`config.mk`:
```
export PLATFORM = sky130hd
export DESIGN_NAME = hrkm_map_store
export DESIGN_NICKNAME = d
export VERILOG_FILES = /design/src/hw/rtl/hrkm_pkg.sv /design/src/hw/rtl/hrkm_map_store.sv
export SDC_FILE = /design/constraint.sdc
export NUM_CORES = 2
export LEC_CHECK = 0
export BUFFER_PORTS_ARGS = -buffer_cell sky130_fd_sc_hd__buf_4
export CORE_MARGIN = 5
export CORE_UTILIZATION = 40
export DETAILED_ROUTE_END_ITERATION = 8
export SETUP_SLACK_MARGIN = 0.1
export SYNTH_ARGS = -nofsm -noshare
export SYNTH_HDL_FRONTEND = slang
export SYNTH_MEMORY_MAX_BITS = 65536
export SYNTH_SLANG_ARGS = --single-unit
```
`constraint.sdc`:
```
create_clock -name clk -period 2.35 [get_ports clk]
set_input_delay 0.47 -clock clk [delete_from_list [all_inputs] [get_ports clk]]
set_output_delay 0.47 -clock clk [all_outputs]
set_load 0.05 [all_outputs]
```
`src/hw/rtl/hrkm_pkg.sv`:
```
package hrkm_pkg;

  // Defaults for the top-level parameters
  localparam int ROWS_DEF        = 12;
  localparam int COLUMNS_DEF     = 12;
  localparam int REPORT_KEYS_DEF = 6;

  // Fixed dimensions of the interface
  localparam int KEYS_MAX  = 6;   // keycode slots in a boot report
  localparam int OUT_W     = 12;  // column_drive width
  localparam int MAX_DIM   = 16;  // a nibble addresses up to 16 rows/columns
  localparam int MAP_DEPTH = 512; // plain map followed by shifted map
  localparam int MAP_AW    = 9;

  localparam logic [7:0] NO_MAP = 8'hFF;

  // Item kinds
  localparam logic [1:0] KIND_WRITE  = 2'd0;
  localparam logic [1:0] KIND_REPORT = 2'd1;
  localparam logic [1:0] KIND_SCAN   = 2'd2;

  typedef enum logic [2:0] {
    ST_IDLE,
    ST_MOD,
    ST_KEY_RD,
    ST_KEY_PR,
    ST_SCAN
  } st_t;

  // Table write towards the map store
  typedef struct packed {
    logic        key_en;
    logic        mod_en;
    logic [9:0]  addr;
    logic [7:0]  data;
  } tbl_wr_t;

  // Matrix update command
  typedef struct packed {
    logic        release_all;
    logic        press;
    logic [7:0]  entry;
  } press_t;

endpackage

```
`src/hw/rtl/hrkm_map_store.sv`:
```
module hrkm_map_store
  import hrkm_pkg::*;
(
  input  logic               clk,
  input  tbl_wr_t            tbl_wr,
  input  logic [MAP_AW-1:0]  key_rd_addr,
  input  logic [1:0]         mod_idx,
  output logic [7:0]         key_data,
  output logic [7:0]         mod_entry
);

  logic [7:0] map_mem [MAP_DEPTH];
  logic [7:0] mod_map_r [4];
  logic [7:0] key_data_r;

  // Plain and shifted key maps: one write port, registered read
  always_ff @(posedge clk) begin
    if (tbl_wr.key_en) begin
      map_mem[tbl_wr.addr[MAP_AW-1:0]] <= tbl_wr.data;
    end
    key_data_r <= map_mem[key_rd_addr];
  end

  // Modifier entries: ctrl, shift, alt, gui
  always_ff @(posedge clk) begin
    if (tbl_wr.mod_en) begin
      mod_map_r[tbl_wr.addr[1:0]] <= tbl_wr.data;
    end
  end

  assign key_data  = key_data_r;
  assign mod_entry = mod_map_r[mod_idx];

endmodule

```
=== After elaboration in Yosys (flattened, before gate mapping) ===
Memory sizes are Yosys's and may differ from the RTL's. A register that Yosys moved wholly into a read port is not among the register bits.
Cells that the tools add are included.

* Logic and storage cells: 6
* Output and inout bits: 16
* Register bits: 0
* Memories: 2
* Memory bits (writable): 4,128
* Input bits: 32

* Mux-type cells: 4

{| class="wikitable"
|+ Memory list
! memory !! words !! bits a word !! rd ports !! clocked after Yosys merged registers in !! write ports !! line !! RTL
|-
| map_mem || 512 || 8 || 1 || 1 || 1 || hrkm_map_store.sv:12 || <nowiki>logic [7:0] map_mem [MAP_DEPTH];</nowiki>
|-
| mod_map_r || 4 || 8 || 1 || 0 || 1 || hrkm_map_store.sv:13 || <nowiki>logic [7:0] mod_map_r [4];</nowiki>
|}

{| class="wikitable"
|+ Operator list
! kind !! count
|-
| 1-bit two-way mux || 4
|}

=== Logic depth before layout (Yosys ltp) ===
* Word-level depth: 2
* Gate-level depth with buffers: 14
* Gate-level depth less buffers: 7

=== Worst setup path before layout ===
OpenSTA, ideal clock, no wires.

* Kind: input to register
* From: input port key_rd_addr[0]
* To: register key_data_r[3] (netlist: key_data[3]) (read register of map_mem)
* Library setup time: 0.116 ns
* Path slack: -0.210 ns
* Stages on the path: 10
* Required time: 2.234 ns
* Path buffers: 4
* Data arrival time: 2.444 ns
* Path through: buf_6 buf_12 buf_12 buf_12 mux4_1 mux4_2 nand2_1 nand3_1 and3_1 o211a_1

{| class="wikitable"
|+ RTL lines
! what !! line !! RTL
|-
| start, declared || hrkm_map_store.sv:6 || <nowiki>input logic [MAP_AW-1:0] key_rd_addr,</nowiki>
|-
| end, declared || hrkm_map_store.sv:14 || <nowiki>logic [7:0] key_data_r;</nowiki>
|}

==> impl_metrics.tcl <==
set metrics [dict create \
    htree_levels 5 \
    syn_nets 8331 \
    yosys.area_share.xor_xnor 0 \
    fin_crit_ns 2.69 \
    synth-adder-area-share 0 \
    place_congestion 0.887 \
    initial_utilization 0.402 \
    vias 91500 \
    muxShareOfSynthArea 0.142 \
    synth.area.top_cells "edfxtp_1 76%, mux4_2 7.5%, mux2i_1 5.2%, o221ai_1 1.6%, nor2_1 1.4%" \
    placement.cell_area_mm2 0.183 \
    synthSimpleGateAreaFrac 0.0286 \
    hold_viol_final 0 \
    hold_class "primary input to flip-flop" \
    status "finished with violations" \
    critical_path.startpoint_type "primary input" \
    cap_violations 0 \
    grt_first_pass_wirelength_um 684000 \
    reg2reg_depth 8 \
    async_flop_share 0 \
    worst_slack_ns -0.342 \
    mostFrequentLayoutCell "edfxtp_1" \
    clk_pin_slew_ns 0.06 \
    routedWlPerCell_um 30.6 \
    grt_overflow_total 0 \
    crit_start "key_rd_addr[2]" \
    min_path_cells 2 \
    hpwlAfterDp_um 328000 \
    dpl.cell_count 15100 \
    crit_path_end "key_data[1]" \
    crit_fanout 16 \
    nets 10100 \
    vdd_drop_max_uv 741 \
    clock_latency_ns 0.98 \
    wirelength_um 485000 \
    layoutNonFillerInstCount 15900 \
    fin_area_mm2 0.198 \
    tritoncts "built" \
    antenna_found_initial 26 \
    setup_viol 15 \
    syn_avg_cell_area_um2 19.7 \
    cts_sinks 4136 \
    end_kind "flip-flop" \
    yosysWarnings 0 \
    yosys.area.top_type "edfxtp_1" \
    power_density_mw_per_mm2 784 \
    top_level_ports 48 \
    cts_root_buf "clkbuf_16" \
    fp.coreArea_mm2 0.406 \
    fin_crit_sh 1.15 \
    dieWidth_um 649 \
    reg2reg_to "key_data[1]" \
    ys_types 88 \
    synthCells 8299 \
    worstPathRequired_ns 3.23 \
    die_h_um 649 \
    synth_top_cell_area_share 0.759 \
    port_buffers 46 \
    syn2layout_area_growth_pct 21.3 \
    drt_iter0_markers 10900 \
    synth_area_mm2 0.163 \
    synth_top_family_by_area "multiplexers" \
    track_usage 0.224 \
    slew_headroom 0.387 \
    die_area_mm2 0.421 \
    route.detailed.drc 0 \
    leakage_nw 66.9 \
    clock_skew_ns 0.0454 \
    grt_max_degree 121 \
    worst_pin_slew_ns 0.908 \
    ys_ff_latch 4136 \
    clk_path_buf_depth 4 \
    rrSetupSlack_ns -0.28 \
    final_layout_size_suffix_gt1_frac 0.316 \
    fmax_mhz 371 \
    yosysSeqAreaShare 0.760 \
    worst-endpoint-arrival_ns 3.58 \
    power_mw 155 \
    cts_made_buffers 405 \
    detail_route.vias_per_cell 5.77 \
    synth_compound_area_frac 0.0450 \
    rr_startpoint "map_mem[149][1]" \
    synth_flop_cell "edfxtp_1" \
    ant_nets 0 \
    drv_slew 0 \
    final_cell_mix "4,128 x edfxtp_1, 1,613 x buf_4, 845 x mux2i_1, 615 x nor2_1, 544 x mux4_2" \
    dr.pass1.iters 8 \
    path_class "primary input to flip-flop" \
    rsz0062_at_grt "true" \
    grt_pass1_vias 91400 \
    synth_edf_count 4128 \
    fp-row-count 234 \
    place_ws_ns -1.91 \
    violations "negative setup slack" \
]
[cell usage after synthesis, types with 17 or more instances]
library cell	n
a211oi_1	43
a21oi_1	202
a221oi_1	21
a22oi_1	41
a31oi_1	18
and2_1	20
buf_1	30
buf_12	28
buf_2	89
buf_4	17
buf_6	94
buf_8	33
clkbuf_1	214
clkbuf_8	29
edfxtp_1	4128
mux2_2	50
mux2i_1	847
mux4_1	72
mux4_2	541
nand2_1	160
nand3_1	42
nand4_1	23
nor2_1	624
nor3_1	69
nor4_1	35
o21ai_0	115
o221ai_1	290
o22ai_1	195
[what timing repair did]
action	CTS	global route
setup endpoints to repair	23	16
hold buffers	8	0
cloned	2	3
buffers inserted	6	37
pin swaps	28	36
hold endpoints to repair	170	0
gates resized for setup	162	128
[sequential cells by signal, summed over array words and instances, names as in the netlist]
register   flops
key_data       8
map_mem     4096
mod_map_r     32
[critical path: stages]
cell and delay, ns:
buf_8 0.13, buf_12 0.14, or2_4 0.27, buf_6 0.19
buf_8 0.20, o22ai_1 0.20, nor2_1 0.10, o211ai_1 0.57
buf_4 0.24, nand4_1 0.15, nor4b_4 0.60, o311a_1 0.26
[layer usage]
metal | share of wire | vias up | GRT usage
met5 | 0 | - | 0
met2 | 0.48 | 4417 | 0.361
met1 | 0.40 | 48200 | 0.307
li1 | - | 38000 | -
met4 | 0.045 | 0 | 0.0901
met3 | 0.081 | 823 | 0.0324
[kinds of logic after synthesis]
family	Yosys count
AND/OR/NAND/NOR	1062
flip-flops	4136
AO/OA/AOI/OAI	1046
buffers and inverters	545
multiplexers	1510
[how the worst min path moves through the flow]
stage | start | endpoint | slack, ns
5_1_grt | tbl_wr[9] | mod_map_r[3][7] | 0.13
4_1_cts | tbl_wr[9] | mod_map_r[3][4] | 0.07
2_1_floorplan | tbl_wr[0] | map_mem[0][0] | 0.57
3_3_place_gp | tbl_wr[6] | map_mem[284][6] | 0.79
3_5_place_dp | tbl_wr[6] | map_mem[285][6] | 0.77
6_report | tbl_wr[18] | mod_map_r[0][3] | 0.13
[power breakdown]
group	switching [mW]	internal, mW
Sequential	0.135	81.3
Combinational	6.27	3.94
Clock	27.9	35.8
[metrics by stage]
step / utilization / hold WS [ns] / setup TNS [ns]
2_1_floorplan: - / 0.569 / -0.649
3_3_place_gp: 0.451 / 0.786 / -100.90
3_5_place_dp: 0.451 / 0.774 / -97.39
4_1_cts: 0.485 / 0.0683 / -2.37
5_1_grt: 0.488 / 0.128 / -2.78
6_report: 0.488 / 0.134 / -2.18
[layout make-up]
cell class | instances | area, µm²
fill | 33300 | 208000
timing repair buffer | 1926 | 17900
clock buffer | 485 | 10500
clock inverter | 252 | 2370
sequential | 4136 | 124000
inverter | 7 | 41.3
multi-input combinational | 3618 | 36400
tap | 5428 | 6790
antenna | 10 | 25.0
Power figures use the tool's default switching activity.
