<file path="config.mk">
export PLATFORM = sky130hd
export DESIGN_NAME = hrkm_matrix
export DESIGN_NICKNAME = d
export VERILOG_FILES = /design/src/hw/rtl/hrkm_pkg.sv /design/src/hw/rtl/hrkm_matrix.sv
export SDC_FILE = /design/constraint.sdc
export NUM_CORES = 1
export LEC_CHECK = 0
export ABC_AREA = 0
export BUFFER_PORTS_ARGS = -buffer_cell sky130_fd_sc_hd__buf_2
export CAP_MARGIN = 20
export CORE_MARGIN = 10
export CORE_UTILIZATION = 57
export CTS_CLUSTER_DIAMETER = 60
export DETAILED_ROUTE_END_ITERATION = 8
export PLACE_DENSITY = 0.71
export RECOVER_POWER = 100
export REMOVE_ABC_BUFFERS = 1
export SKIP_LAST_GASP = 1
export SYNTH_ARGS = -nofsm -noshare
export SYNTH_HDL_FRONTEND = slang
export SYNTH_SLANG_ARGS = --single-unit
</file>
<file path="constraint.sdc">
create_clock -name clk -period 3.2 [get_ports clk]
set_input_delay 0.32 -clock clk [delete_from_list [all_inputs] [get_ports clk]]
set_output_delay 0.32 -clock clk [all_outputs]
set_load 0.05 [all_outputs]
</file>
<file path="src/hw/rtl/hrkm_pkg.sv">
package hrkm_pkg;

  // Defaults for the top-level parameters
  localparam int ROWS_DEF        = 12;
  localparam int COLUMNS_DEF     = 12;
  localparam int REPORT_KEYS_DEF = 6;

  // Fixed dimensions of the interface
  localparam int KEYS_MAX  = 6;   // keycode slots in a boot report
  localparam int OUT_W     = 12;  // column_drive width
  localparam int MAX_DIM   = 16;  // a nibble addresses up to 16 rows/columns
  localparam int MAP_DEPTH = 512; // plain map followed by shifted map
  localparam int MAP_AW    = 9;

  localparam logic [7:0] NO_MAP = 8'hFF;

  // Item kinds
  localparam logic [1:0] KIND_WRITE  = 2'd0;
  localparam logic [1:0] KIND_REPORT = 2'd1;
  localparam logic [1:0] KIND_SCAN   = 2'd2;

  typedef enum logic [2:0] {
    ST_IDLE,
    ST_MOD,
    ST_KEY_RD,
    ST_KEY_PR,
    ST_SCAN
  } st_t;

  // Table write towards the map store
  typedef struct packed {
    logic        key_en;
    logic        mod_en;
    logic [9:0]  addr;
    logic [7:0]  data;
  } tbl_wr_t;

  // Matrix update command
  typedef struct packed {
    logic        release_all;
    logic        press;
    logic [7:0]  entry;
  } press_t;

endpackage

</file>
<file path="src/hw/rtl/hrkm_matrix.sv">
module hrkm_matrix
  import hrkm_pkg::*;
#(
  parameter int ROWS    = ROWS_DEF,
  parameter int COLUMNS = COLUMNS_DEF
) (
  input  logic              clk,
  input  logic              rst_n,
  input  press_t            press,
  input  logic [OUT_W-1:0]  scan_lines,
  output logic [OUT_W-1:0]  scan_drive
);

  localparam int SCAN_ROWS = (ROWS < OUT_W) ? ROWS : OUT_W;

  // One bit per key, 0 = pressed
  logic [COLUMNS-1:0] rows_r   [ROWS];
  logic [COLUMNS-1:0] rows_nxt [ROWS];

  logic [3:0]         p_row;
  logic [3:0]         p_col;
  logic               p_hit;
  logic [MAX_DIM-1:0] drive_w;

  assign p_row = press.entry[7:4];
  assign p_col = press.entry[3:0];
  // Unmapped entries and positions off the matrix press nothing
  assign p_hit = press.press && (press.entry != NO_MAP) &&
                 ({1'b0, p_row} < 5'(ROWS)) && ({1'b0, p_col} < 5'(COLUMNS));

  // Release / press update
  always_comb begin
    for (int r = 0; r < ROWS; r++) begin
      rows_nxt[r] = rows_r[r];
      if (press.release_all) begin
        rows_nxt[r] = '1;
      end else if (p_hit && (p_row == 4'(r))) begin
        for (int c = 0; c < COLUMNS; c++) begin
          if (p_col == 4'(c)) begin
            rows_nxt[r][c] = 1'b0;
          end
        end
      end
    end
  end

  always_ff @(posedge clk) begin
    for (int r = 0; r < ROWS; r++) begin
      if (!rst_n) begin
        rows_r[r] <= '1;
      end else begin
        rows_r[r] <= rows_nxt[r];
      end
    end
  end

  // Lowest active-low line wins; none active gives zero
  always_comb begin
    drive_w = '0;
    for (int r = SCAN_ROWS - 1; r >= 0; r--) begin
      if (!scan_lines[r]) begin
        drive_w = '0;
        drive_w[COLUMNS-1:0] = ~rows_r[r];
      end
    end
  end

  assign scan_drive = drive_w[OUT_W-1:0];

endmodule

</file>
== Word level (Yosys, flattened, before mapping) ==
Memories as Yosys holds them, arrays and structs flattened.
Index checks and enable logic that the tools add are counted.

* Output and inout port bits: 12
* Memories kept: 1
* Memory bits (writable): 144
* Register bits after elaboration: 0

{| class="wikitable"
|+ Memories
! name !! depth !! bits a word !! read ports !! clocked after Yosys merged registers in !! write ports !! line !! source
|-
| rows_r || 12 || 12 || 12 || 0 || 12 || hrkm_matrix.sv:17 || <nowiki>logic [COLUMNS-1:0] rows_r [ROWS];</nowiki>
|}

* Mux-type cells: 194
* Reductions and logical operators: 17
* Magnitude comparators: 2
* Equal/unequal tests: 23
* Bitwise operators: 24

{| class="wikitable"
|+ Operators by type and width
! operator !! count
|-
| $mux W12 || 48
|-
| $mux W1 || 146
|-
| $not A12 Y12 || 12
|-
| $eq A4 B3 Y1 const B || 8
|-
| $eq A4 B4 Y1 const B || 8
|-
| $eq A4 B2 Y1 const B || 4
|-
| $logic_and A1 B1 Y1 || 15
|-
| $or A1 B1 Y1 || 12
|-
| $eq A4 B1 Y1 const B || 2
|-
| $logic_not A4 Y1 || 2
|-
| $lt A4 B4 Y1 const B || 2
|-
| $ne A8 B8 Y1 const B || 1
|}

== Depth between registers and ports, before layout ==
An unclocked memory read counts as a cell.

* Word-level depth: 14
* Gate-level depth with buffers: 6
* Depth with buffers taken out: 4

== Least setup slack after synthesis ==
OpenSTA, ideal clock, no wires.

* Path kind: in2out
* Start point: in scan_lines[1]
* End point: out scan_drive[10]
* Data required time: 2880 ps
* Slack: 1168 ps
* Buffers on the path: 2
* Cell stages on the path: 4
* Data arrival time: 1712 ps
* Cell sequence: clkbuf_1 > clkbuf_1 > a21oi_1 > o2bb2ai_1

* Word-level cells in the longest chain between the ends: 2

{| class="wikitable"
|+ RTL lines
! item !! line !! source
|-
| start: declaration || hrkm_matrix.sv:10 || <nowiki>input logic [OUT_W-1:0] scan_lines,</nowiki>
|-
| $mux W12 (2 in a row) || hrkm_matrix.sv:61 || <nowiki>if (!scan_lines[r]) begin</nowiki>
|-
| end: declaration || hrkm_matrix.sv:11 || <nowiki>output logic [OUT_W-1:0] scan_drive</nowiki>
|}

No other way between the ends.

== Worst setup path in the final report ==
* Start point: in scan_lines[6]
* End point: out scan_drive[5]

* Word-level cells in the longest chain between the ends: 7

{| class="wikitable"
|+ RTL lines
! item !! line
|-
| $mux W12 (7 in a row) || hrkm_matrix.sv:61
|}

No other way between the ends.

==> results.py <==
metrics = {
    "cells_and_area": {
        "post-route-cell-area_sq_mm": 0.00682,
        "top_register": "rows_r",
        "reg_top3": "rows_r x144",
        "largest_reg_flops": 144,
        "layout-drive-gt1-share": 0.0904,
        "nets": 686,
        "diodes": 0,
        "syn_to_final_growth_pct": 11.1,
    },
    "timing": {
        "fin_crit_sh": 0.809,
        "slew_violations": 26,
        "max_slew_margin": -0.268,
        "timing.final.ws_setup_ns": 0.610,
        "final_hold_viol_count": 0,
        "finalClockSkew_ns": 0,
        "final.min_clock_period_ns": 2.59,
        "rsz0062_at_grt": "false",
        "worst_pin_slew_ns": 1.90,
        "setup_violations": 0,
        "clock.fmax_mhz": 386,
    },
    "detailed_routing": {
        "wire_per_inst_microns": 21.1,
        "route.detailed.drc": 0,
        "drt_pass1_iterations": 5,
        "viasPerCell": 6.45,
        "num_vias": 5227,
        "ant_nets": 0,
        "wirelength_microns": 17100,
        "drt_iter0_markers": 497,
    },
    "place": {
        "dp_hpwl_microns": 11300,
        "routabilityCongestion": 0.849,
        "place_area_sq_mm": 0.00631,
        "io_buffers": 35,
        "dp_slack_ns": 0.902,
    },
    "status": {
        "violations": "max-capacitance violations, max-slew violations",
        "status": "finished with violations",
    },
    "synth": {
        "ys_types": 30,
        "postSynthAreaPerCell_sq_um": 9.34,
        "synth-seq-cells": 144,
        "yosys.area.top_type": "dfxtp_1",
        "synth.top_cells.by_area": "dfxtp_1 47%, o22a_1 15%, nor2b_1 4.2%",
        "netlist_area_sq_mm": 0.00614,
        "seq_area_frac_synth": 0.469,
        "synth_top_area_frac": 0.469,
        "yosysWarnings": 0,
        "syn_inst": 658,
    },
    "clocking": {
        "clock-sinks": 144,
        "path_clk_slew_ns": 0.06,
        "clk_path_buf_depth": 2,
        "cts_tree": "done",
        "cts_buffers": 17,
        "cts_hold_buf": 0,
        "htreeDepth": 4,
        "post_cts_resized": 0,
        "postCtsSetupBuffers": 0,
        "cts_root_buf": "clkbuf_8",
        "clk_latency_ns": 0.54,
    },
    "floorplan": {
        "core_sq_mm": 0.0104,
        "die_h_microns": 124,
        "start_util": 0.590,
        "fp-row-count": 37,
        "dieArea_sq_mm": 0.0153,
        "io_pins": 36,
        "fp.dieW_microns": 124,
    },
    "pwr": {
        "p_per_area_mw_per_mm2": 585,
        "irDropWorstVdd_uv": 431,
        "p_leak_nw": 2.24,
    },
    "global_route": {
        "grt_pass1_vias": 5300,
        "grt_overflow_total": 0,
        "grtUsageTotal": 0.230,
        "antenna_found_initial": 0,
        "grt_pass1_wl_microns": 27100,
        "grt_start_max_net_pins": 82,
    },
    "hold_path": {
        "hp-class": "primary input to flop",
    },
    "setup_path": {
        "timing_worst_setup_path_type": "primary input to primary output",
        "worstPathRequired_ns": 2.88,
        "cp-end-kind": "primary output",
        "path_max_fanout": 25,
        "cp-start-kind": "primary input",
        "critPathArrivalTime_ns": 2.27,
        "r2r_setup_slack_ns": 2.48,
    },
    "job": {
        "cap_viol_max_count": 2,
    },
}
-- power breakdown --
group | switching [mW] | leakage, nW | internal, mW
clock | 0.731 | 0.285 | 1.20
combinational | 0.201 | 0.784 | 0.0671
sequential | 0.000638 | 1.17 | 1.79
-- cell families after synthesis --
group / Yosys count / synth area share
flip-flops: 144 / 0.469
buffers and inverters: 69 / 0.0454
AND/OR/NAND/NOR: 192 / 0.176
AO/OA/AOI/OAI: 253 / 0.310
-- per-layer routing --
metal / track usage / routed length, microns
met1: 0.275 / 7480
met2: 0.387 / 8400
met3: 0.0566 / 792
met4: 0.0983 / 404
met5: 0 / 0
-- area by class of cell --
type / instances / area, sq um
Fill cell: 885 / 3590
Inverter: 14 / 52.6
Sequential cell: 144 / 2880
Clock inverter: 3 / 42.5
Clock buffer: 29 / 539
Timing Repair Buffer: 40 / 199
Tap cell: 136 / 170
Multi-Input combinational cell: 445 / 2940
-- synth_stat cells (all sizes together) --
cell type / count
dfxtp: 144
inv: 14
a21bo: 1
nand2b: 27
o221ai: 12
o2bb2ai: 12
and3: 1
nor3: 8
or3: 2
and2: 1
o21ai: 36
nor2: 59
nor3b: 28
buf: 13
o2111ai: 24
a21oi: 48
nor2b: 41
a2111oi: 12
or3b: 2
nand2: 20
clkbuf: 42
nand3: 3
o22a: 108
-- critical path, stage by stage --
cell,delay [ns]
buf_2,0.32
and3_1,0.53
o2111ai_1,0.20
o2111ai_1,0.21
o2bb2ai_1,0.17
clkbuf_1,0.49
-- metrics by stage --
stage / TNS (ns) / util / cells / total power [mW] / hold WS, ns
CTS: 0 / 0.661 / 811 / 4.01 / 0.196
detailed placement: 0 / 0.606 / 779 / 2.10 / 0.465
global route: 0 / 0.655 / 811 / 4.10 / 0.279
finish: 0 / 0.655 / 811 / 3.99 / 0.254
global placement: 0 / 0.606 / 779 / 2.10 / 0.456
floorplan: -107.89 / - / 603 / 1.98 / 0.450
-- cell usage in the layout, fill, tap and decap left out, types with 15 or more instances in the layout --
cell type,count
clkbuf_16,16
nor2_1,59
dfxtp_1,144
nor2b_1,41
o2111ai_1,24
clkbuf_1,15
o21ai_0,36
a21oi_1,48
buf_2,24
o22a_1,108
nor3b_1,28
nand2_1,18
nand2b_1,27
-- worst paths after layout --
kind / from / endpoint / cells after the start
setup reg to reg: rows_r[1][9] / rows_r[1][9] / 2
hold / removal: press[1] / rows_r[1][4] / 3
hold reg to reg: rows_r[2][29] / rows_r[2][29] / 1
setup / recovery: scan_lines[6] / scan_drive[5] / 6
Note: power is estimated with default switching activity, not from simulation.
