## config.mk

```make
export PLATFORM = sky130hd
export DESIGN_NAME = hrkm_seq
export DESIGN_NICKNAME = d
export VERILOG_FILES = /design/src/hw/rtl/hrkm_pkg.sv /design/src/hw/rtl/hrkm_seq.sv
export SDC_FILE = /design/constraint.sdc
export NUM_CORES = 1
export LEC_CHECK = 0
export ABC_AREA = 1
export BUFFER_PORTS_ARGS = -buffer_cell sky130_fd_sc_hd__buf_2
export CAP_MARGIN = 40
export CORE_MARGIN = 3
export CORE_UTILIZATION = 46
export DETAILED_ROUTE_END_ITERATION = 8
export PLACE_DENSITY = 0.82
export SYNTH_ARGS = -nofsm -noshare
export SYNTH_HDL_FRONTEND = slang
export SYNTH_SLANG_ARGS = --single-unit
```

## constraint.sdc

```tcl
create_clock -name clk -period 3.3 [get_ports clk]
set_input_delay 0.165 -clock clk [delete_from_list [all_inputs] [get_ports clk]]
set_output_delay 0.165 -clock clk [all_outputs]
set_load 0.02 [all_outputs]
```

## src/hw/rtl/hrkm_pkg.sv

```systemverilog
package hrkm_pkg;

  // Defaults for the top-level parameters
  localparam int ROWS_DEF        = 12;
  localparam int COLUMNS_DEF     = 12;
  localparam int REPORT_KEYS_DEF = 6;

  // Fixed dimensions of the interface
  localparam int KEYS_MAX  = 6;   // keycode slots in a boot report
  localparam int OUT_W     = 12;  // column_drive width
  localparam int MAX_DIM   = 16;  // a nibble addresses up to 16 rows/columns
  localparam int MAP_DEPTH = 512; // plain map followed by shifted map
  localparam int MAP_AW    = 9;

  localparam logic [7:0] NO_MAP = 8'hFF;

  // Item kinds
  localparam logic [1:0] KIND_WRITE  = 2'd0;
  localparam logic [1:0] KIND_REPORT = 2'd1;
  localparam logic [1:0] KIND_SCAN   = 2'd2;

  typedef enum logic [2:0] {
    ST_IDLE,
    ST_MOD,
    ST_KEY_RD,
    ST_KEY_PR,
    ST_SCAN
  } st_t;

  // Table write towards the map store
  typedef struct packed {
    logic        key_en;
    logic        mod_en;
    logic [9:0]  addr;
    logic [7:0]  data;
  } tbl_wr_t;

  // Matrix update command
  typedef struct packed {
    logic        release_all;
    logic        press;
    logic [7:0]  entry;
  } press_t;

endpackage

```

## src/hw/rtl/hrkm_seq.sv

```systemverilog
module hrkm_seq
  import hrkm_pkg::*;
#(
  parameter int REPORT_KEYS = REPORT_KEYS_DEF
) (
  input  logic               clk,
  input  logic               rst_n,
  input  logic               in_valid,
  output logic               in_stall,
  input  logic [1:0]         in_kind,
  input  logic [9:0]         in_table_address,
  input  logic [7:0]         in_table_value,
  input  logic [7:0]         in_modifiers,
  input  logic [7:0]         key_codes [REPORT_KEYS],
  input  logic [OUT_W-1:0]   in_row_lines,
  input  logic               shift_en,
  input  logic               out_free,
  input  logic [7:0]         key_data,
  input  logic [7:0]         mod_entry,
  output tbl_wr_t            tbl_wr,
  output logic [MAP_AW-1:0]  key_rd_addr,
  output logic [1:0]         mod_idx,
  output press_t             press,
  output logic               scan_load,
  output logic [OUT_W-1:0]   scan_lines
);

  localparam int KW = (REPORT_KEYS > 1) ? $clog2(REPORT_KEYS) : 1;

  st_t               state_r, state_nxt;
  logic [1:0]        mod_cnt_r, mod_cnt_nxt;
  logic [KW-1:0]     key_cnt_r, key_cnt_nxt;
  logic [7:0]        mods_r;
  logic [7:0]        codes_r [REPORT_KEYS];
  logic              use_shift_r;
  logic [OUT_W-1:0]  lines_r;

  logic              accept;
  logic              rpt_acc;
  logic [7:0]        cur_code;

  assign in_stall = (state_r != ST_IDLE) || !rst_n;
  assign accept   = in_valid && !in_stall;
  assign rpt_acc  = accept && (in_kind == KIND_REPORT);
  assign cur_code = codes_r[key_cnt_r];

  // Table writes land at the accept edge
  always_comb begin
    tbl_wr.addr   = in_table_address;
    tbl_wr.data   = in_table_value;
    tbl_wr.key_en = accept && (in_kind == KIND_WRITE) && !in_table_address[9];
    tbl_wr.mod_en = accept && (in_kind == KIND_WRITE) && in_table_address[9] &&
                    (in_table_address[8:2] == '0);
  end

  assign key_rd_addr = {use_shift_r, cur_code};
  assign mod_idx     = mod_cnt_r;
  assign scan_lines  = lines_r;

  // Item capture
  always_ff @(posedge clk) begin
    if (rpt_acc) begin
      mods_r      <= in_modifiers;
      use_shift_r <= shift_en && ((in_modifiers[1] | in_modifiers[5]) == 1'b1);
      for (int k = 0; k < REPORT_KEYS; k++) begin
        codes_r[k] <= key_codes[k];
      end
    end
    if (accept && (in_kind == KIND_SCAN)) begin
      lines_r <= in_row_lines;
    end
  end

  // Sequencer: modifiers, then one lookup and one press per keycode; a scan waits for out_free
  always_comb begin
    state_nxt         = state_r;
    mod_cnt_nxt       = mod_cnt_r;
    key_cnt_nxt       = key_cnt_r;
    press.release_all = rpt_acc;
    press.press       = 1'b0;
    press.entry       = mod_entry;
    scan_load         = 1'b0;
    case (state_r)
      ST_IDLE: begin
        mod_cnt_nxt = '0;
        key_cnt_nxt = '0;
        if (rpt_acc) begin
          state_nxt = ST_MOD;
        end else if (accept && (in_kind == KIND_SCAN)) begin
          state_nxt = ST_SCAN;
        end
      end
      ST_MOD: begin
        press.press = mods_r[{1'b0, mod_cnt_r}] | mods_r[{1'b1, mod_cnt_r}];
        mod_cnt_nxt = mod_cnt_r + 2'd1;
        if (mod_cnt_r == 2'd3) begin
          state_nxt = ST_KEY_RD;
        end
      end
      ST_KEY_RD: begin
        state_nxt = ST_KEY_PR;
      end
      ST_KEY_PR: begin
        press.press = (cur_code != 8'd0);
        press.entry = key_data;
        if (key_cnt_r == KW'(REPORT_KEYS - 1)) begin
          state_nxt = ST_IDLE;
        end else begin
          key_cnt_nxt = key_cnt_r + KW'(1);
          state_nxt   = ST_KEY_RD;
        end
      end
      ST_SCAN: begin
        if (out_free) begin
          scan_load = 1'b1;
          state_nxt = ST_IDLE;
        end
      end
      default: begin
        state_nxt = ST_IDLE;
      end
    endcase
  end

  always_ff @(posedge clk) begin
    if (!rst_n) begin
      state_r   <= ST_IDLE;
      mod_cnt_r <= '0;
      key_cnt_r <= '0;
    end else begin
      state_r   <= state_nxt;
      mod_cnt_r <= mod_cnt_nxt;
      key_cnt_r <= key_cnt_nxt;
    end
  end

endmodule

```

## After elaboration in Yosys (flattened, before gate mapping)

Memory sizes are Yosys's and may differ from the RTL's. A register that Yosys moved wholly into a read port is not among the register bits.
Index checks and enable logic that the tools add are counted.

- $add $sub $neg: 2
- Magnitude comparators: 2
- Equality and inequality tests: 12
- Multiplexer cells: 21
- Bitwise gates (word level): 2
- Reduce and logical (&&, ||, !) cells: 21

Operators with widths:

| cell | number |
|---|---|
| 3-bit 2-to-1 mux | 7 |
| 3-bit case mux with 5 select lines | 1 |
| 1-bit logical AND | 8 |
| 8-bit 2-to-1 mux | 1 |
| 8-bit nonzero test | 1 |
| 7-bit zero test | 1 |
| 3-bit by 2-bit equality test with 1-bit output (second input constant) | 2 |
| 3-bit equality test (second input constant) | 2 |
| 1-bit 2-to-1 mux | 6 |
| 2-bit != test (second input constant) | 3 |
| 3-bit case mux with 2 select lines | 1 |
| 1-bit binary-select mux with 2-bit select | 2 |
| 2-bit equality test (second input constant) | 2 |
| 2-bit by 4-bit < comparator with 1-bit output (second input constant) | 1 |
| 3-bit by 4-bit < comparator with 1-bit output (second input constant) | 1 |
| 2-bit case mux with 2 select lines | 1 |
| 2-bit nonzero test | 2 |
| 3-bit by 1-bit adder with 3-bit output (second input constant) | 1 |
| 3-bit by 1-bit equality test with 1-bit output (second input constant) | 1 |
| 1-bit zero test | 3 |
| 3-bit zero test | 1 |
| 3-bit != test (second input constant) | 1 |
| 3-bit AND reduction | 1 |
| 3-bit nonzero test | 1 |
| other kinds (8) | 9 |

- Register bits: 29
- RAM bits: 48
- Logic and storage cells: 67
- Memories: 1

Memory list:

| memory | words | bits a word | rd ports | clocked after Yosys merged registers in | write ports | RTL line | source |
|---|---|---|---|---|---|---|---|
| codes_r | 6 | 8 | 1 | 1 | 6 | hrkm_seq.sv:34 | `logic [7:0] codes_r [REPORT_KEYS];` |

## Depth between registers and ports, before layout

Gate-level depths: netlist (run 1).

- Word-level depth: 8
- Depth in mapped cells: 13
- Gate-level depth less buffers: 11

## Worst setup path before layout (run 1)

Ideal clock, no wire load.

- Path type: register to output
- From: register state_r[1]
- To: output press[9] (netlist bit)
- Arrival: 2.254 ns
- Required time: 3.135 ns
- Slack: 0.881 ns
- Stages on the path, launching flop included: 7
- Cells stage by stage: dfxtp_1 -> inv_2 -> nand3_2 -> nor3_2 -> nand3_1 -> inv_1 -> buf_4

- Cells in the longest elaborated chain, start to end: 5

RTL lines:

| element | RTL line | source |
|---|---|---|
| start, declared | hrkm_seq.sv:30 | `st_t state_r, state_nxt;` |
| start signal, assigned | hrkm_seq.sv:131 | `state_r <= state_nxt;` |
| 3-bit nonzero test | hrkm_seq.sv:42 | `assign in_stall = (state_r != ST_IDLE) \|\| !rst_n;` |
| 1-bit logical OR | hrkm_seq.sv:42 |  |
| 1-bit zero test | hrkm_seq.sv:43 | `assign accept = in_valid && !in_stall;` |
| 1-bit logical AND | hrkm_seq.sv:43 |  |
| 1-bit logical AND | hrkm_seq.sv:44 | `assign rpt_acc = accept && (in_kind == KIND_REPORT);` |
| end, declared | hrkm_seq.sv:23 | `output press_t press,` |

No other way between the ends.

==> results of run 1 <==
## power by group
group	internal (mW)	switching, mW	total (mW)
clock network	0.427	0.342	0.769
registers	1.12	0.00601	1.12
logic	0.114	0.0951	0.209
## registers in the layout, summed over array words and instances (netlist names), named ones only
name         count
mods_r           8
use_shift_r      1
state_r          3
codes_r         48
scan_lines      12
mod_idx          2
key_cnt_r        3
## worst max-delay path, cell delays in order (launching register included)
cell     delay [ns]
dfxtp_1        0.63
buf_4          0.30
inv_4          0.14
nand2_1        0.10
nand3_1        0.07
nand2_1        0.11
nand2_1        0.06
nand2_1        0.10
nand2_1        0.06
nor2_1         0.12
nand2_1        0.08
nand2_1        0.05
nand2_1        0.05
buf_2          0.15
## per-layer routing
layer / vias to the layer above / global-route usage (%)
met2: 156 / 40.69
met1: 1388 / 22.66
li1: 1424 / -
met4: 0 / 10.89
met3: 32 / 5.414
met5: - / 0
## stage by stage
| step | hold WS [ns] | worst slack, ns | cell area [um^2] | power (mW) |
|---|---|---|---|---|
| final | 0.01663 | 0.7874 | 4911 | 2.102 |
| after global placement | 0.3302 | 1.196 | 4078 | 1.289 |
| after global routing | -0.001615 | 0.5755 | 4911 | 2.171 |
| after CTS | 0.00004607 | 0.7378 | 4881 | 2.098 |
| after floorplan | 0.2626 | 0.8811 | 3422 | 1.231 |
| after detailed placement | 0.3302 | 1.158 | 4078 | 1.294 |
## layout make-up
cell class,instances,share of cell area (%)
sequential,80,46.68
inverter,30,2.344
timing repair buffer,207,27.77
multi-input combinational,180,16.43
tap,96,2.446
clock inverter,5,1.656
clock buffer,11,2.675
## timing repair
item                      4_1_cts  5_1_grt
hold endpoints to repair       59        3
hold buffers                   59        3
gates resized for setup         0        0
## cell usage in the layout, fill, tap and decap left out, types with 2 or more instances in the layout
master / n
a21oi_1: 5
buf_2: 143
bufinv_16: 2
clkbuf_1: 2
clkbuf_8: 9
dfxtp_1: 11
dlygate4sd3_1: 62
edfxtp_1: 69
ha_1: 3
inv_1: 25
inv_2: 4
nand2_1: 114
nand3_1: 30
nand3b_1: 2
nor2_1: 6
nor3_1: 7
nor4_1: 3
## synthesized netlist by cell type (all sizes together)
| master | instances | area (um^2) |
|---|---|---|
| nand2 | 114 | 427.9 |
| edfxtp | 69 | 2072 |
| nand3 | 31 | 160.1 |
| inv | 30 | 115.1 |
| buf | 27 | 203.9 |
| dfxtp | 11 | 220.2 |
| nor3 | 8 | 45.04 |
| nor2 | 6 | 22.52 |
| a21oi | 5 | 25.02 |
| ha | 3 | 37.54 |
| nor4 | 3 | 18.77 |
| nand3b | 2 | 15.01 |
| a211oi | 1 | 7.510 |
| clkbuf | 1 | 3.750 |
| nand4 | 1 | 6.260 |
| o21a | 1 | 7.510 |
| o21ai | 1 | 5.000 |
| o22ai | 1 | 6.260 |
| o31ai | 1 | 7.510 |
| o32ai | 1 | 8.760 |
| or2 | 1 | 6.260 |
## logic make-up after synthesis
| kind of cell | synth area share, % |
|---|---|
| buffers and inverters | 9.433 |
| AO/OA/AOI/OAI | 1.975 |
| adder cells (fa/ha/maj) | 1.097 |
| AND/OR/NAND/NOR | 20.51 |
| flip-flops | 66.98 |
## path summary, 6_finish.rpt
kind,startpoint,end
setup reg to reg,state_r[2]$_SDFFE_PN0P_,codes_r[5][5]$_DFFE_PP_
hold / removal,in_modifiers[4],mods_r[4]$_DFFE_PP_
setup / recovery,flop,press[8]
hold reg to reg,key_cnt_r[0]$_SDFFE_PN0N_,key_cnt_r[0]$_SDFFE_PN0N_
==> metrics.md, run 1 <==
| Metric | Value |
|---|---|
| Critical Path Sink Type | `output pin` |
| Clock transition at path regs | `0.07 ns` |
| DRT iter0 DRCs | `~220` |
| Seq. cell area | `between 2000 and 2500 um^2` |
| Final setup violation count | `0` |
| Vias in the first global route | `3065` |
| Hold/Removal Path Class | `in -> reg` |
| Relative slew margins | `roughly 57%` |
| Critical Path Source Type | `flop` |
| Clock tree from TritonCTS | `yes` |
| Routed via count | `3000` |
| Share of post-route cells with drive strength above 1 | `32.36%` |
| Row count | `30` |
| Antenna fix cells | `0` |
| Largest net degree at the start of global routing | `32` |
| Number of distinct library cells after synthesis | `27` |
| Yosys warnings | `0` |
| Area of the core region | `roughly 7000 um^2` |
| Number of antenna violations at the first check in global routing | `0` |
| Clk root buf | `clkbuf_8` |
| I/O pin total | `between 150 and 200` |
| Hold Path Cell Cnt | `1` |
| Area enclosed by the die boundary | `around 8500 um^2` |
| Register-to-Register Path Depth | `6` |
| Global Route Usage Sum | `a little over a fifth` |
| Routed wire length | `a little over 9000 um` |
| Chip Height | `between 90 and 100 um` |
| Number of buffers added on ports | `about 140` |
| Via density | `a little under 5` |
| Inserted Clock Buffers | `9` |
| Outcome | `finished, final reports clean` |
| Gpl congestion | `between 0.8 and 0.9` |
| Post-detailed-route wirelength per cell | `between 15 and 20 um` |
| Number of nets at the end of the flow | `620` |
| Hpwl dp | `5935 um` |
| Sum of met3 wire segment lengths after detailed routing | `653 um` |
| Peak ir drop on the vdd network | `between 0.3 and 0.4 mV` |
| Number of non-filler instances in the completed layout | `between 600 and 700` |
| Pwr Density | `about 430 nW/um^2` |
| Crit path DAT | `2.35 ns` |
| Highest metal layer with signal wires | `met4` |
| Mean instance size in the synthesized netlist | `10.76 um^2` |
| Source-to-sink clock delay at the later pin of the worst-skew pair | `roughly 0.34 ns` |
| Routed wire length on met2 | `approximately 5000 um` |
| Gate Count Post-Synth | `318` |
| Area growth syn-to-layout | `43.51%` |
| Area of the multi-input gates | `~810 um^2` |
| Post-synthesis register bit count | `80` |
| DRC violations left | `0` |
| Setup TNS | `0 ns` |
| TritonCTS Sinks | `80` |
| Cell count after placement | `~530` |
| Hold violation count in the final report | `0` |
| Leakage Power | `2.209 nW` |
| Data required time at the worst endpoint | `3.13 ns` |
| CTS H-tree depth | `3` |
| Max Clk Rate | `around 400 MHz` |
| Final Critical Period | `about 2.5 ns` |
| Fillers | `between 400 and 500` |
| First-pass DRT Iterations | `5` |
| Worst-case clock buffer depth | `2` |
| RSZ-0062 raised after global routing | `no` |
| GRT Residual Overflow | `0` |
| Critical path class | `reg -> out` |
| Share of the clock period used by the worst path | `about three quarters` |
| Starting Density | `between 40% and 50%` |
| Highest fanout seen on the critical path | `24` |
| Part of the Yosys area used for sequential elements | `about two thirds` |
| Worst slew pin tran | `0.6429 ns` |
| Remaining number of nets flagged by the antenna check after routing | `0` |
| Synthesized net count | `430` |
| Post-Syn Area | `between 3000 and 4000 um^2` |
| DRT met1 WL | `between 3000 and 4000 um` |
| Number of pins with negative max-slew slack in the final report | `0` |
| Worst-case register-to-register setup slack | `around 1.3 ns` |
| Global-route wire length before repair | `14390 um` |
| Count of buffers added by post-CTS timing repair for setup | `0` |
| Fraction of the core area covered by cells at the end of the flow | `between 60% and 70%` |
| Die width | `just over 90 um` |
| Clock Skew | `between 0.01 and 0.015 ns` |
| Number of violations of the max-capacitance limit | `0` |
Power figures use the tool's default switching activity.
==> inputs of run 2 (changes only) <==
==> constraint.sdc (replaced) <==
create_clock -name clk -period 2.35 [get_ports clk]
set_input_delay 0.1175 -clock clk [delete_from_list [all_inputs] [get_ports clk]]
set_output_delay 0.1175 -clock clk [all_outputs]
set_load 0.02 [all_outputs]
==> run 2 against run 1 <==
- cell area increased by 1.9%
- clock skew decreased by 0.00075 ns
- global-route usage increased by 1.2 points
- wire length increased by 5.0%
- sequential cell count unchanged
- die area unchanged
- combinational power increased by 45%
- sequential power increased by 41%
- worst hold slack improved by 0.037 ns
- via count decreased by 0.13%
- total power increased by 48%
- critical endpoint is now press[9]
==> metrics.md, run 2 (synthesized netlist as in run 1, its figures left out) <==
| Metric | Value |
|---|---|
| Register with the highest flop count | `codes_r` |
| Hpwl dp | `around 5700 um` |
| Cells along the critical path | `inv_2 -> nand3_2 -> nor3_2 -> nand3_1 -> clkinvlp_4 -> buf_12 -> buf_2` |
| Design internal power | `around 2.4 mW` |
| Clock transition at path regs | `around 0.080 ns` |
| Final Critical Period | `between 2 and 2.5 ns` |
| Data required time at the worst endpoint | `roughly 2.2 ns` |
| Max Clk Rate | `470.2 MHz` |
| Net switching power | `0.6585 mW` |
| DRT iter0 DRCs | `213` |
| Routed wire length | `roughly 9700 um` |
| Sequential cell fraction of total power | `50.9%` |
| Top cell family by delay on the critical path | `buffers and inverters` |
| Starting Density | `between 40% and 50%` |
| Crit path DAT | `2.01 ns` |
| Setup TNS | `0 ns` |
| Vias in the first global route | `3025` |
| Critical Path Source Type | `flop` |
| Number of antenna violations at the first check in global routing | `0` |
| Peak ir drop on the vdd network | `0.5773 mV` |
| Largest stage delay on the critical path | `between 0.3 and 0.4 ns` |
| Source-to-sink clock delay at the later pin of the worst-skew pair | `0.35 ns` |
| Global Route Usage Sum | `~23%` |
| Clk network pwr share | `between 30% and 40%` |
| Gpl congestion | `between 0.8 and 0.9` |
| Share of the clock period used by the worst path | `approximately nine tenths` |
| Chip Height | `92.25 um` |
| Number of pins with negative max-slew slack in the final report | `0` |
| Critical Path Sink Type | `output pin` |
| Area enclosed by the die boundary | `8510 um^2` |
| Leakage Power | `2.243 nW` |
| Final setup violation count | `0` |
| Worst path bufs/invs | `4` |
| DRC violations left | `0` |
| Hold/Removal Path Class | `in -> reg` |
| RSZ-0062 raised after global routing | `no` |
| Clock tree from TritonCTS | `yes` |
| GRT Residual Overflow | `0` |
| Top library cells by usage in the layout, fill and taps aside | `buf_2, nand2_1, edfxtp_1` |
| Routed via count | `around 3000` |
| Die width | `around 92 um` |
| Worst slew pin tran | `0.5881 ns` |
| Hold violation count in the final report | `0` |
| Area growth syn-to-layout | `46.29%` |
| Inserted Clock Buffers | `9` |
| Post-detailed-route wirelength per cell | `15.74 um` |
| Number of violations of the max-capacitance limit | `0` |
| Global-route wire length before repair | `between 10000 and 15000 um` |
| Slowest library cell on the worst path | `dfxtp_1` |
| Via density | `4.872` |
| Pwr Density | `619.6 nW/um^2` |
| Largest net degree at the start of global routing | `about 60` |
| TritonCTS Sinks | `80` |
| Number of nets at the end of the flow | `between 600 and 700` |
| Antenna fix cells | `0` |
| Count of buffers added by post-CTS timing repair for setup | `0` |
| First-pass DRT Iterations | `6` |
| Commonest non-fill, non-tap cell in the layout | `buf_2` |
| Fillers | `just under 500` |
| Switching part of the total | `approximately a fifth` |
| Highest fanout seen on the critical path | `just under 60` |
| Number of flip-flops in the largest register | `48` |
| Post-route design area | `around 5000 um^2` |
| Relative slew margins | `between 60% and 70%` |
| Share of post-route cells with drive strength above 1 | `between 30 and 40%` |
| Post-DP Area | `about 4100 um^2` |
| Remaining number of nets flagged by the antenna check after routing | `0` |
| Outcome | `finished, final reports clean` |
| Row count | `30` |
| CTS H-tree depth | `3` |
| Clock Skew | `roughly 0.0094 ns` |
| Worst-case clock buffer depth | `2` |
| Area of the core region | `7019 um^2` |
| Number of buffers added on ports | `roughly 140` |
| Logic gate share of total power | `about 9.8%` |
| Clk root buf | `clkbuf_8` |
| Critical path class | `reg -> out` |
| I/O pin total | `164` |
## run 2: changes by cell type in the layout (fill, tap and decap cells not counted), sizes merged
cell / delta
bufinv: +1
inv: -1
clkbuf: -2
dlygate4sd3: +6
clkinvlp: +1
clkinv: +1
## run 2: layout make-up
class                      count  area (um^2)  area share [%]
clock inverter                 7        120.1           2.399
tap                           96        120.1           2.399
clock buffer                   9        123.9           2.474
sequential                    80         2292           45.79
inverter                      30        118.9           2.374
multi-input combinational    180        807.0           16.12
timing repair buffer         213         1424           28.44
## run 2: final timing paths
kind                             start                      end  slack (ns)  cells after the start
max reg2reg    state_r[1]$_SDFFE_PN0P_  codes_r[5][0]$_DFFE_PP_        0.60                      6
min                           shift_en    use_shift_r$_DFFE_PP_        0.05                      2
max            state_r[1]$_SDFFE_PN0P_                 press[9]        0.22                      7
min reg2reg  key_cnt_r[0]$_SDFFE_PN0N_                     flop        0.54                      1
## run 2: power by group through the flow
stage / clock network (mW) / registers (mW) / logic, mW
2_1_floorplan: 0 / 1.62 / 0.113
3_3_place_gp: 0 / 1.61 / 0.202
3_5_place_dp: 0 / 1.61 / 0.208
4_1_cts: 1.22 / 1.58 / 0.295
5_1_grt: 1.30 / 1.58 / 0.327
6_report: 1.22 / 1.58 / 0.304
## run 2: per-stage QoR
stage	instances	utilization, %	power, mW	setup WS (ns)	hold WS (ns)
after floorplan	318	-	1.728	0.3871	0.2151
after global placement	531	58.15	1.811	0.5955	0.2352
after detailed placement	531	58.15	1.818	0.6391	0.2352
after CTS	615	71.32	3.097	0.2302	0.02386
after global routing	615	71.32	3.202	0.04229	0.05796
final	615	71.32	3.102	0.2233	0.05391
## run 2: repair_timing
item,CTS,global route
hold buffers,68,0
setup endpoints to repair,0,0
resized for setup,0,0
endpoints found under the hold margin,68,0
## run 2: metal layers
metal  part of all wire [%]  track usage (%)  vias to the layer above
li1                       -                -                     1437
met1                     36            24.95                     1373
met2                     54            42.09                      151
met3                    6.5            5.332                       35
met4                    3.6            11.39                        0
met5                      0                0                        -
